==> src/sv/cqvs_pkg.sv <==
`timescale 1ns / 1ps
// ----------------------------------------------------------------------------
// cqvs_pkg
// Types, codes and helpers shared by the clipped quad vertex setup unit.
// ----------------------------------------------------------------------------
package cqvs_pkg;

	localparam int CLIP_DEPTH_DEF = 16;

	localparam logic [1:0] FUNC_QUAD  = 2'd0;
	localparam logic [1:0] FUNC_PUSH  = 2'd1;
	localparam logic [1:0] FUNC_POP   = 2'd2;
	localparam logic [1:0] FUNC_BEGIN = 2'd3;

	localparam int CFG_IDX_W = 2;
	localparam logic [CFG_IDX_W-1:0] CFG_SCREEN_WIDTH  = 2'd0;
	localparam logic [CFG_IDX_W-1:0] CFG_SCREEN_HEIGHT = 2'd1;
	localparam int CFG_DATA_W = 12;

	localparam int NUM_W = 33;
	localparam int DEN_W = 16;
	localparam int QUO_W = 32;

	typedef struct packed {
		logic [1:0]         func;
		logic signed [15:0] rect_left;
		logic signed [15:0] rect_top;
		logic signed [15:0] rect_width;
		logic signed [15:0] rect_height;
		logic signed [15:0] uv_left;
		logic signed [15:0] uv_top;
		logic signed [15:0] uv_width;
		logic signed [15:0] uv_height;
		logic [31:0]        fill_color;
		logic [15:0]        corner_radius;
		logic               quad_kind;
	} in_item_t;

	typedef struct packed {
		logic signed [15:0] pos_x;
		logic signed [15:0] pos_y;
		logic signed [15:0] tex_u;
		logic signed [15:0] tex_v;
		logic [31:0]        vertex_color;
		logic signed [15:0] local_x;
		logic signed [15:0] local_y;
		logic [14:0]        half_w;
		logic [14:0]        half_h;
		logic [15:0]        vertex_radius;
		logic               vertex_kind;
		logic               last_vertex;
	} out_item_t;

	typedef struct packed {
		logic signed [15:0] x;
		logic signed [15:0] y;
		logic [15:0]        w;
		logic [15:0]        h;
	} clip_rect_t;

	typedef struct packed {
		logic       capture;
		logic       clip_exec;
		logic       prep;
		logic       div_start;
		logic       div_latch;
		logic       load_out;
		logic [2:0] job;
		logic [2:0] vtx;
	} cqvs_cmd_t;

	typedef struct packed {
		logic [1:0] func;
		logic       visible;
		logic       div_done;
		logic       out_free;
	} cqvs_stat_t;

	function automatic logic signed [15:0] sat16(input logic signed [35:0] v);
		if (v > 36'sd32767)
			return 16'sh7FFF;
		else if (v < -36'sd32768)
			return 16'sh8000;
		else
			return v[15:0];
	endfunction

	// corner order (right?, bottom?): (0,0) (1,0) (1,1) (0,0) (1,1) (0,1)
	function automatic logic corner_right(input logic [2:0] k);
		return (k == 3'd1) || (k == 3'd2) || (k == 3'd4);
	endfunction

	function automatic logic corner_bottom(input logic [2:0] k);
		return (k == 3'd2) || (k == 3'd4) || (k == 3'd5);
	endfunction

endpackage

==> src/sv/clipped_quad_vertex_setup_unit.sv <==
`timescale 1ns / 1ps
// ----------------------------------------------------------------------------
// clipped_quad_vertex_setup_unit
// Clipped overlay quad setup: clip stack and six-vertex generation.
// ----------------------------------------------------------------------------
// Usage:
//   in channel (in_valid/in_ready/in_item) takes one command item: draw quad,
//   push clip, pop clip or begin frame. out channel (out_valid/out_ready/
//   out_item) gives six vertices per visible quad, last one flagged.
//   cfg_we/cfg_idx/cfg_wdata write screen width (0) and height (1); write
//   only while idle.
// Timing:
//   A quad runs eight divide jobs (four uv remaps, four normalizations)
//   through one 32-step restoring divider, each as prep, start, 32 steps
//   and latch, then loads its six vertices. A culled quad or a clip item
//   returns to idle after its clip step. The shared divider sets the rate.
// Reset:
//   clip stack empty, screen size 1x1, no item in flight.
// Stall:
//   vertices sit in the output register until taken; the sequencer holds.
//   The next item can be taken while the last vertex still waits.
// ----------------------------------------------------------------------------
module clipped_quad_vertex_setup_unit
	import cqvs_pkg::*;
#(
	parameter int CLIP_DEPTH = CLIP_DEPTH_DEF
) (
	input  logic                  clk,
	input  logic                  arst_n,
	input  logic                  in_valid,
	output logic                  in_ready,
	input  in_item_t              in_item,
	output logic                  out_valid,
	input  logic                  out_ready,
	output out_item_t             out_item,
	input  logic                  cfg_we,
	input  logic [CFG_IDX_W-1:0]  cfg_idx,
	input  logic [CFG_DATA_W-1:0] cfg_wdata
);

	cqvs_cmd_t  cmd;
	cqvs_stat_t stat;

	cqvs_ctrl u_ctrl (
		.clk     (clk),
		.arst_n  (arst_n),
		.in_valid(in_valid),
		.in_ready(in_ready),
		.stat    (stat),
		.cmd     (cmd)
	);

	cqvs_dp #(
		.CLIP_DEPTH(CLIP_DEPTH)
	) u_dp (
		.clk      (clk),
		.arst_n   (arst_n),
		.cmd      (cmd),
		.stat     (stat),
		.in_item  (in_item),
		.out_valid(out_valid),
		.out_ready(out_ready),
		.out_item (out_item),
		.cfg_we   (cfg_we),
		.cfg_idx  (cfg_idx),
		.cfg_wdata(cfg_wdata)
	);

endmodule

==> src/sv/cqvs_div.sv <==
`timescale 1ns / 1ps
// ----------------------------------------------------------------------------
// cqvs_div
// Radix-2 restoring divider, rounds to nearest with halves away from zero.
// ----------------------------------------------------------------------------
module cqvs_div
	import cqvs_pkg::*;
(
	input  logic                    clk,
	input  logic                    arst_n,
	input  logic                    start,
	input  logic signed [NUM_W-1:0] num,
	input  logic [DEN_W-1:0]        den,
	output logic                    done,
	output logic signed [NUM_W:0]   quo
);

	logic             busy_q;
	logic             done_q;
	logic [4:0]       cnt_q;
	logic [QUO_W-1:0] mq_q;
	logic [DEN_W:0]   rem_q;
	logic [DEN_W-1:0] den_q;
	logic             neg_q;
	logic [NUM_W-1:0] mag;
	logic [DEN_W:0]   trial;
	logic             fits;

	assign mag   = num[NUM_W-1] ? NUM_W'(-num) : NUM_W'(num);
	assign trial = {rem_q[DEN_W-1:0], mq_q[QUO_W-1]};
	assign fits  = trial >= {1'b0, den_q};

	always_ff @(posedge clk or negedge arst_n) begin
		if (!arst_n) begin
			busy_q <= 1'b0;
			done_q <= 1'b0;
			cnt_q  <= '0;
		end else begin
			done_q <= 1'b0;
			if (start) begin
				busy_q <= 1'b1;
				cnt_q  <= '0;
			end else if (busy_q) begin
				cnt_q <= cnt_q + 5'd1;
				if (cnt_q == 5'd31) begin
					busy_q <= 1'b0;
					done_q <= 1'b1;
				end
			end
		end
	end

	always_ff @(posedge clk) begin
		if (start) begin
			mq_q  <= QUO_W'(mag + NUM_W'(den >> 1));
			rem_q <= '0;
			den_q <= den;
			neg_q <= num[NUM_W-1];
		end else if (busy_q) begin
			rem_q <= fits ? (trial - {1'b0, den_q}) : trial;
			mq_q  <= {mq_q[QUO_W-2:0], fits};
		end
	end

	assign done = done_q;
	assign quo  = neg_q ? -$signed({2'b00, mq_q}) : $signed({2'b00, mq_q});

endmodule

==> src/sv/cqvs_dp.sv <==
`timescale 1ns / 1ps
// ----------------------------------------------------------------------------
// cqvs_dp
// Datapath: item and config registers, clip stack, intersect, remap and
// normalize jobs through a shared divider, vertex output register.
// ----------------------------------------------------------------------------
module cqvs_dp
	import cqvs_pkg::*;
#(
	parameter int CLIP_DEPTH = CLIP_DEPTH_DEF
) (
	input  logic                  clk,
	input  logic                  arst_n,
	input  cqvs_cmd_t             cmd,
	output cqvs_stat_t            stat,
	input  in_item_t              in_item,
	output logic                  out_valid,
	input  logic                  out_ready,
	output out_item_t             out_item,
	input  logic                  cfg_we,
	input  logic [CFG_IDX_W-1:0]  cfg_idx,
	input  logic [CFG_DATA_W-1:0] cfg_wdata
);

	localparam int CW = $clog2(CLIP_DEPTH + 1);
	localparam int AW = (CLIP_DEPTH > 1) ? $clog2(CLIP_DEPTH) : 1;

	in_item_t                  item_q;
	logic [11:0]               scr_w_q, scr_h_q;
	logic [CW-1:0]             count_q;
	clip_rect_t                mem [CLIP_DEPTH];
	clip_rect_t                rd_q;
	logic [AW-1:0]             rd_addr;
	logic [11:0]               scr_w_eff, scr_h_eff;

	logic signed [15:0]        cur_x, cur_y;
	logic signed [17:0]        cur_w, cur_h;
	logic signed [15:0]        rx, ry, rw, rh;
	logic signed [18:0]        r_right, r_bottom, c_right, c_bottom;
	logic signed [15:0]        ix, iy;
	logic signed [18:0]        iright, ibottom, iw, ih;
	logic [15:0]               cw_clamp, ch_clamp;
	logic                      visible;

	logic signed [15:0]        vis_x_s1, vis_y_s1;
	logic signed [18:0]        vis_x1_s1, vis_y1_s1;

	logic signed [18:0]        job_c, job_start, job_diff;
	logic signed [15:0]        job_tsize, job_to;
	logic [15:0]               job_rsize;
	logic signed [NUM_W-1:0]   num_s1;
	logic [DEN_W-1:0]          den_s1;
	logic signed [NUM_W-1:0]   prep_num;
	logic [DEN_W-1:0]          prep_den;
	logic                      div_done;
	logic signed [NUM_W:0]     quo;
	logic signed [35:0]        fin;
	logic signed [15:0]        res_q [8];

	logic                      xs, ys;
	logic signed [18:0]        xc, yc;
	logic signed [20:0]        tx, ty;
	logic [16:0]               hw_sum, hh_sum;
	logic                      out_valid_q;
	out_item_t                 out_q;

	// config
	always_ff @(posedge clk or negedge arst_n) begin
		if (!arst_n) begin
			scr_w_q <= 12'd1;
			scr_h_q <= 12'd1;
		end else if (cfg_we) begin
			unique case (cfg_idx)
				CFG_SCREEN_WIDTH:  scr_w_q <= cfg_wdata;
				CFG_SCREEN_HEIGHT: scr_h_q <= cfg_wdata;
				default: ;
			endcase
		end
	end

	assign scr_w_eff = (scr_w_q == 12'd0) ? 12'd1 : scr_w_q;
	assign scr_h_eff = (scr_h_q == 12'd0) ? 12'd1 : scr_h_q;

	always_ff @(posedge clk) begin
		if (cmd.capture)
			item_q <= in_item;
	end

	// clip stack
	assign rd_addr = AW'(count_q - CW'(1));

	always_ff @(posedge clk) begin
		if (count_q != '0)
			rd_q <= mem[rd_addr];
		if (cmd.clip_exec && item_q.func == FUNC_PUSH && count_q < CW'(CLIP_DEPTH))
			mem[count_q[AW-1:0]] <= '{x: ix, y: iy, w: cw_clamp, h: ch_clamp};
	end

	always_ff @(posedge clk or negedge arst_n) begin
		if (!arst_n) begin
			count_q <= '0;
		end else if (cmd.clip_exec) begin
			unique case (item_q.func)
				FUNC_PUSH:  if (count_q < CW'(CLIP_DEPTH)) count_q <= count_q + CW'(1);
				FUNC_POP:   if (count_q != '0) count_q <= count_q - CW'(1);
				FUNC_BEGIN: count_q <= '0;
				default: ;
			endcase
		end
	end

	// intersect with current clip
	always_comb begin
		if (count_q == '0) begin
			cur_x = '0;
			cur_y = '0;
			cur_w = $signed({2'b00, scr_w_eff, 4'b0000});
			cur_h = $signed({2'b00, scr_h_eff, 4'b0000});
		end else begin
			cur_x = rd_q.x;
			cur_y = rd_q.y;
			cur_w = $signed({2'b00, rd_q.h[15:0]}) & 18'sd0 | $signed({2'b00, rd_q.w});
			cur_h = $signed({2'b00, rd_q.h});
		end
	end

	assign rx = item_q.rect_left;
	assign ry = item_q.rect_top;
	assign rw = item_q.rect_width;
	assign rh = item_q.rect_height;

	assign r_right  = 19'(rx) + 19'(rw);
	assign r_bottom = 19'(ry) + 19'(rh);
	assign c_right  = 19'(cur_x) + 19'(cur_w);
	assign c_bottom = 19'(cur_y) + 19'(cur_h);

	assign ix      = (rx > cur_x) ? rx : cur_x;
	assign iy      = (ry > cur_y) ? ry : cur_y;
	assign iright  = (r_right < c_right) ? r_right : c_right;
	assign ibottom = (r_bottom < c_bottom) ? r_bottom : c_bottom;
	assign iw      = iright - 19'(ix);
	assign ih      = ibottom - 19'(iy);

	assign cw_clamp = iw[18] ? 16'd0 : ((iw > 19'sd32767) ? 16'd32767 : iw[15:0]);
	assign ch_clamp = ih[18] ? 16'd0 : ((ih > 19'sd32767) ? 16'd32767 : ih[15:0]);

	assign visible = (rw > 16'sd0) && (rh > 16'sd0) && (iw > 19'sd0) && (ih > 19'sd0);

	always_ff @(posedge clk) begin
		if (cmd.clip_exec) begin
			vis_x_s1  <= ix;
			vis_y_s1  <= iy;
			vis_x1_s1 <= iright;
			vis_y1_s1 <= ibottom;
		end
	end

	// divide jobs: 0..3 remap u0 u1 v0 v1, 4..7 pos x0 x1 y0 y1
	always_comb begin
		if (cmd.job[1])
			job_c = cmd.job[0] ? vis_y1_s1 : 19'(vis_y_s1);
		else
			job_c = cmd.job[0] ? vis_x1_s1 : 19'(vis_x_s1);
		job_start = cmd.job[1] ? 19'(ry) : 19'(rx);
		job_rsize = cmd.job[1] ? rh : rw;
		job_tsize = cmd.job[1] ? item_q.uv_height : item_q.uv_width;
		job_diff  = job_c - job_start;
		if (cmd.job[2]) begin
			prep_num = NUM_W'(job_c) <<< 11;
			prep_den = DEN_W'(cmd.job[1] ? scr_h_eff : scr_w_eff);
		end else begin
			prep_num = NUM_W'($signed({1'b0, job_diff[15:0]}) * job_tsize);
			prep_den = job_rsize;
		end
	end

	always_ff @(posedge clk) begin
		if (cmd.prep) begin
			num_s1 <= prep_num;
			den_s1 <= prep_den;
		end
	end

	cqvs_div u_div (
		.clk   (clk),
		.arst_n(arst_n),
		.start (cmd.div_start),
		.num   (num_s1),
		.den   (den_s1),
		.done  (div_done),
		.quo   (quo)
	);

	assign job_to = cmd.job[1] ? item_q.uv_top : item_q.uv_left;

	always_comb begin
		unique case (cmd.job[2:1])
			2'b00, 2'b01: fin = 36'(job_to) + 36'(quo);
			2'b10:        fin = 36'(quo) - 36'sd16384;
			default:      fin = 36'sd16384 - 36'(quo);
		endcase
	end

	always_ff @(posedge clk) begin
		if (cmd.div_latch)
			res_q[cmd.job] <= sat16(fin);
	end

	// vertex assembly
	assign xs = corner_right(cmd.vtx);
	assign ys = corner_bottom(cmd.vtx);
	assign xc = xs ? vis_x1_s1 : 19'(vis_x_s1);
	assign yc = ys ? vis_y1_s1 : 19'(vis_y_s1);
	assign tx = ((21'(xc) - 21'(rx)) <<< 1) - 21'(rw) + 21'sd1;
	assign ty = ((21'(yc) - 21'(ry)) <<< 1) - 21'(rh) + 21'sd1;
	assign hw_sum = 17'(rw) + 17'd1;
	assign hh_sum = 17'(rh) + 17'd1;

	always_ff @(posedge clk or negedge arst_n) begin
		if (!arst_n)
			out_valid_q <= 1'b0;
		else if (cmd.load_out)
			out_valid_q <= 1'b1;
		else if (out_ready)
			out_valid_q <= 1'b0;
	end

	always_ff @(posedge clk) begin
		if (cmd.load_out) begin
			out_q.pos_x         <= res_q[{2'b10, xs}];
			out_q.pos_y         <= res_q[{2'b11, ys}];
			out_q.tex_u         <= res_q[{2'b00, xs}];
			out_q.tex_v         <= res_q[{2'b01, ys}];
			out_q.vertex_color  <= item_q.fill_color;
			out_q.local_x       <= sat16(36'(tx >>> 1));
			out_q.local_y       <= sat16(36'(ty >>> 1));
			out_q.half_w        <= hw_sum[15:1];
			out_q.half_h        <= hh_sum[15:1];
			out_q.vertex_radius <= item_q.corner_radius;
			out_q.vertex_kind   <= item_q.quad_kind;
			out_q.last_vertex   <= (cmd.vtx == 3'd5);
		end
	end

	assign out_valid = out_valid_q;
	assign out_item  = out_q;

	assign stat.func     = item_q.func;
	assign stat.visible  = visible;
	assign stat.div_done = div_done;
	assign stat.out_free = !out_valid_q || out_ready;

endmodule

==> src/sv/cqvs_ctrl.sv <==
`timescale 1ns / 1ps
// ----------------------------------------------------------------------------
// cqvs_ctrl
// Sequencer: accept, clip step, eight divide jobs, six vertex loads.
// ----------------------------------------------------------------------------
module cqvs_ctrl
	import cqvs_pkg::*;
(
	input  logic       clk,
	input  logic       arst_n,
	input  logic       in_valid,
	output logic       in_ready,
	input  cqvs_stat_t stat,
	output cqvs_cmd_t  cmd
);

	typedef enum logic [2:0] {
		S_IDLE,
		S_CLIP,
		S_PREP,
		S_START,
		S_WAIT,
		S_EMIT
	} state_t;

	state_t     state_q;
	logic [2:0] job_q;
	logic [2:0] vtx_q;

	assign in_ready = (state_q == S_IDLE);

	always_comb begin
		cmd           = '0;
		cmd.job       = job_q;
		cmd.vtx       = vtx_q;
		cmd.capture   = in_ready && in_valid;
		cmd.clip_exec = (state_q == S_CLIP);
		cmd.prep      = (state_q == S_PREP);
		cmd.div_start = (state_q == S_START);
		cmd.div_latch = (state_q == S_WAIT) && stat.div_done;
		cmd.load_out  = (state_q == S_EMIT) && stat.out_free;
	end

	always_ff @(posedge clk or negedge arst_n) begin
		if (!arst_n) begin
			state_q <= S_IDLE;
			job_q   <= '0;
			vtx_q   <= '0;
		end else begin
			unique case (state_q)
				S_IDLE: begin
					if (in_valid)
						state_q <= S_CLIP;
				end
				S_CLIP: begin
					job_q <= '0;
					if (stat.func == FUNC_QUAD && stat.visible)
						state_q <= S_PREP;
					else
						state_q <= S_IDLE;
				end
				S_PREP: state_q <= S_START;
				S_START: state_q <= S_WAIT;
				S_WAIT: begin
					if (stat.div_done) begin
						if (job_q == 3'd7) begin
							vtx_q   <= '0;
							state_q <= S_EMIT;
						end else begin
							job_q   <= job_q + 3'd1;
							state_q <= S_PREP;
						end
					end
				end
				S_EMIT: begin
					if (stat.out_free) begin
						if (vtx_q == 3'd5)
							state_q <= S_IDLE;
						else
							vtx_q <= vtx_q + 3'd1;
					end
				end
				default: state_q <= S_IDLE;
			endcase
		end
	end

endmodule

==> config.mk <==
export PLATFORM = sky130hd
export DESIGN_NAME = clipped_quad_vertex_setup_unit
export DESIGN_NICKNAME = d
export VERILOG_FILES = /design/src/sv/cqvs_pkg.sv /design/src/sv/clipped_quad_vertex_setup_unit.sv /design/src/sv/cqvs_div.sv /design/src/sv/cqvs_dp.sv /design/src/sv/cqvs_ctrl.sv
export SDC_FILE = /design/constraint.sdc
export NUM_CORES = 2
export LEC_CHECK = 0
export BUFFER_PORTS_ARGS = -buffer_cell sky130_fd_sc_hd__buf_2
export CAP_MARGIN = 25
export CORE_MARGIN = 5
export CORE_UTILIZATION = 25
export CTS_BUF_LIST = sky130_fd_sc_hd__clkbuf_4 sky130_fd_sc_hd__clkbuf_8
export CTS_CLUSTER_SIZE = 10
export DETAILED_ROUTE_END_ITERATION = 8
export PLACE_DENSITY = 0.51
export SLEW_MARGIN = 20
export SYNTH_ARGS = -nofsm -noshare
export SYNTH_HDL_FRONTEND = slang
export SYNTH_HIERARCHICAL = 1
export SYNTH_SLANG_ARGS = --single-unit
==> constraint.sdc <==
create_clock -name clk -period 11.56 [get_ports clk]
set_clock_uncertainty 0.15 [all_clocks]
set_input_delay 0.578 -clock clk [delete_from_list [all_inputs] [get_ports clk]]
set_output_delay 0.578 -clock clk [all_outputs]
set_load 0.1 [all_outputs]
==> implementation parameters <==
Parameter                              Value

Run status
  Status ... finished with violations
  Failing checks ... DRC

Floorplan
  Effective utilization at floorplan ... 0.251
  Die Y-Extent ... 625 um
  Die ar. ... between 300000 and 400000 um2
  Core Rows ... 225
  DIE WIDTH ... ~630 um
  Number of top-level design ports ... around 380
  Area of the core ... ~380000 um2

Job
  MaxCap Viol Count ... 0

Setup path
  Largest incremental delay on the critical path ... 540 ps
  Critical path startpoint category ... flip-flop
  Data required time of the critical path ... 12140 ps
  Critical path capture point type ... flip-flop
  Register-to-Register Setup Slack ... between 600 and 700 ps
  Crit path kind ... reg -> reg
  Crit path DAT ... 11480 ps
  Cell with the largest stage delay on the worst path ... fa_1
  Worst-path maximum fanout ... 11
  Cell repeated most along the worst path ... fa_1

Synth
  Cell type with the highest aggregate area in the netlist ... edfxtp_1
  Top cells by area, synth ... edfxtp_1 55%, mux4_2 8.2%, ha_1 6.6%
  Most instantiated flip-flop cell in the synthesis netlist ... edfxtp_1
  Mean post-synth cell area ... around 14 um2
  Cell area after synthesis ... about 95000 um2
  Number of enable flip-flop cells after synthesis ... 1737
  Total of warnings raised by yosys ... 6
  Portion of the post-synthesis area used by sequential elements ... 0.567
  Number of synthesized register bits ... roughly 1800
  Proportion of register bits with asynchronous set or reset after synthesis ... 0.0256
  Cells after synthesis ... around 6900
  Post-synth top area share ... 0.551
  Number of unique standard cell types used by synthesis ... just over 100

Drt
  Antenna Violating Nets Remaining ... 0
  Via/cell ratio ... between 4 and 5
  Overall via count from detail_route ... 61379
  Post-DR wirelength/cell ... 23.3 um
  Routed Wire Length ... 303 mm
  Router iterations before antenna repair ... 8
  Starting DRT DRC Count ... ~4800
  Remaining DRCs ... 2

GRT
  Wire length of the first global-routing pass ... between 400 and 500 mm
  Grt ovf ... 0
  Global-route total usage across every layer ... 0.150
  Initial antenna violation count ... 19
  Pin count of the biggest net entering global routing ... about 120
  Vias in the first global route ... about 62000

Clocking
  Max H-tree Level ... 5
  Clock latency on the worst-skew pair ... 1030 ps
  Clock root buffer ... clkbuf_8
  Clk pin slew, worst setup/hold paths ... around 70 ps
  Number of buffers on the longest clock path ... 4
  Number of buffers added by the clock tree synthesis step ... just over 300
  Clock sink count ... approximately 1800
  TritonCTS clock tree ... yes

Layout
  Footprint of the flip-flops and latches ... approximately 54000 um2
  Area of combinational cells with multiple inputs ... slightly below 40000 um2
  Post-layout nets ... a little under 9000
  Synth-to-Final Area Change ... 18.5%
  Fill cells ... approximately 38000
  Final design area excluding fillers ... roughly 110000 um2
  Layout cell share with drive strength beyond 1 ... 0.209
  Core utilization of the finished layout ... 0.298

Placed design
  Routability congestion estimate from global placement ... slightly above 0.9
  Worst setup slack after placement ... 88.9 ps
  Total cell area at the placement stage ... 104000 um2
  Half-perimeter wire length of the detailed placement result ... about 220 mm
  Port bufs ... ~380

Timing
  Minimum period implied by the final worst setup slack ... about 11000 ps
  Final number of max-transition violations ... 0
  Setup repair after global routing missed its margin ... false
  Max_slew headroom ... 0.233
  Max frequency ... 91.8 MHz
  Final setup vio count ... 0
  Final setup TNS ... 0 ps
  Final period utilization ... 0.942
  Worst-Margin Slew ... about 1200 ps
  Setup slack after layout ... roughly 670 ps
  Count of endpoints failing hold in the final timing report ... 0

Hold path
  Hold WC Path Type ... in -> async
==> synthesized netlist by cell type, drive strengths merged (30+ instances only) <==
| cell | number |
|---|---|
| nand2 | 655 |
| mux2 | 139 |
| a21boi | 44 |
| o21ai | 287 |
| a211oi | 40 |
| ha | 497 |
| nor2b | 67 |
| fa | 208 |
| o211ai | 45 |
| mux4 | 346 |
| inv | 543 |
| xor2 | 87 |
| o31ai | 55 |
| nand4 | 41 |
| nand3 | 67 |
| or3 | 44 |
| xnor2 | 247 |
| and2 | 30 |
| nor3 | 92 |
| a31oi | 35 |
| o21bai | 30 |
| clkbuf | 191 |
| o21a | 56 |
| buf | 59 |
| nand2b | 64 |
| dfrtp | 44 |
| a21o | 98 |
| nor2 | 383 |
| mux2i | 76 |
| a21oi | 247 |
| nor4 | 48 |
| edfxtp | 1737 |
==> sequential cells by signal (all words and copies together), names as in the netlist, 18 cells and up <==
signal	flops
u_dp/item_q	113
u_dp/mem	1024
u_dp/num_s1	33
u_dp/out_item	176
u_dp/rd_q	64
u_dp/res_q	128
u_dp/u_div/mq_q	32
u_dp/vis_x1_s1	18
u_dp/vis_y1_s1	18
==> worst paths after layout <==
kind	startpoint	to	depth (start not counted)
worst max-delay path	u_ctrl/job_q[0]	u_dp/num_s1[32]	38
worst min-delay path	arst_n	u_dp/out_valid	2
max in group asynchronous	arst_n	u_ctrl/job_q[2]	2
worst max register to register	u_ctrl/job_q[0]	u_dp/num_s1[32]	38
min in group clk	in_valid	u_ctrl/state_q[0]	4
worst min register to register	u_dp/item_q[38]	u_dp/out_item[101]	0
==> stage by stage <==
stage	std cells	hold WS (ps)
after floorplan	6914	132
after global placement	12196	251
after detailed placement	12201	255
after CTS	12953	0.509
after global routing	12973	39.9
final	12978	88.8
==> cells in the final DEF (no fill, tap or decap), types with 67 or more instances in the layout <==
| cell type | count |
|---|---|
| buf_2 | 377 |
| clkbuf_8 | 320 |
| a21oi_1 | 237 |
| a21o_1 | 98 |
| o21ai_0 | 263 |
| nor2b_1 | 67 |
| mux2i_1 | 70 |
| edfxtp_1 | 1737 |
| dlygate4sd3_1 | 211 |
| nor3_1 | 87 |
| mux2_2 | 137 |
| clkbuf_4 | 101 |
| xor2_1 | 85 |
| fa_1 | 208 |
| xnor2_1 | 243 |
| mux4_2 | 346 |
| ha_1 | 496 |
| buf_4 | 165 |
| inv_1 | 539 |
| nand2_1 | 655 |
| nor2_1 | 362 |
==> layer usage <==
| layer | vias to the layer above | GRT usage | wire, um |
|---|---|---|---|
| met3 | 511 | 0.0212 | 15700 |
| met2 | 1939 | 0.255 | 147000 |
| met1 | 31424 | 0.187 | 124000 |
| met5 | - | 0 | 26 |
| met4 | 4 | 0.0695 | 15900 |
| li1 | 27501 | - | - |
==> critical path: cells and delay by family, from the launching register on <==
family	cells	cell delay [ps]
AOI/OAI and AO/OA	16	4080
adders and majority gates	9	3820
buffers and inverters	5	450
DFF	1	450
muxes	2	760
and+or+nand+nor	6	930
==> what timing repair did <==
item | 4_1_cts | 5_1_grt
hold endpoints to repair | 250 | 0
setup buffers | 0 | 1
resized for setup | 0 | 38
hold buffers | 211 | 0
setup endpoints to repair | 0 | 488
==> kinds of logic (layout without fill, tap and decap cells) <==
| kind of cell | Yosys count | after routing | synth area share |
|---|---|---|---|
| multiplexers | 561 | 561 | 0.107 |
| buffers and inverters | 794 | 1855 | 0.0321 |
| AND/OR/NAND/NOR | 1603 | 1603 | 0.0787 |
| XOR/XNOR | 334 | 334 | 0.0309 |
| flip-flops | 1799 | 1799 | 0.567 |
| adder cells (fa/ha/maj) | 707 | 707 | 0.110 |
| other | 1 | 40 | 0.0000396 |
| AO/OA/AOI/OAI | 1084 | 1085 | 0.0742 |
==> cell type report <==
class	count	share of cell area
Antenna cell	8	0.000179
Tap cell	4994	0.0557
Timing Repair Buffer	770	0.0488
Sequential cell	1799	0.479
Clock buffer	413	0.0455
Inverter	544	0.0183
Multi-Input combinational cell	4322	0.344
Clock inverter	128	0.00901
Power is not shown: default switching activity piles up to over one toggle a cycle in this logic, so the estimate is an artifact.
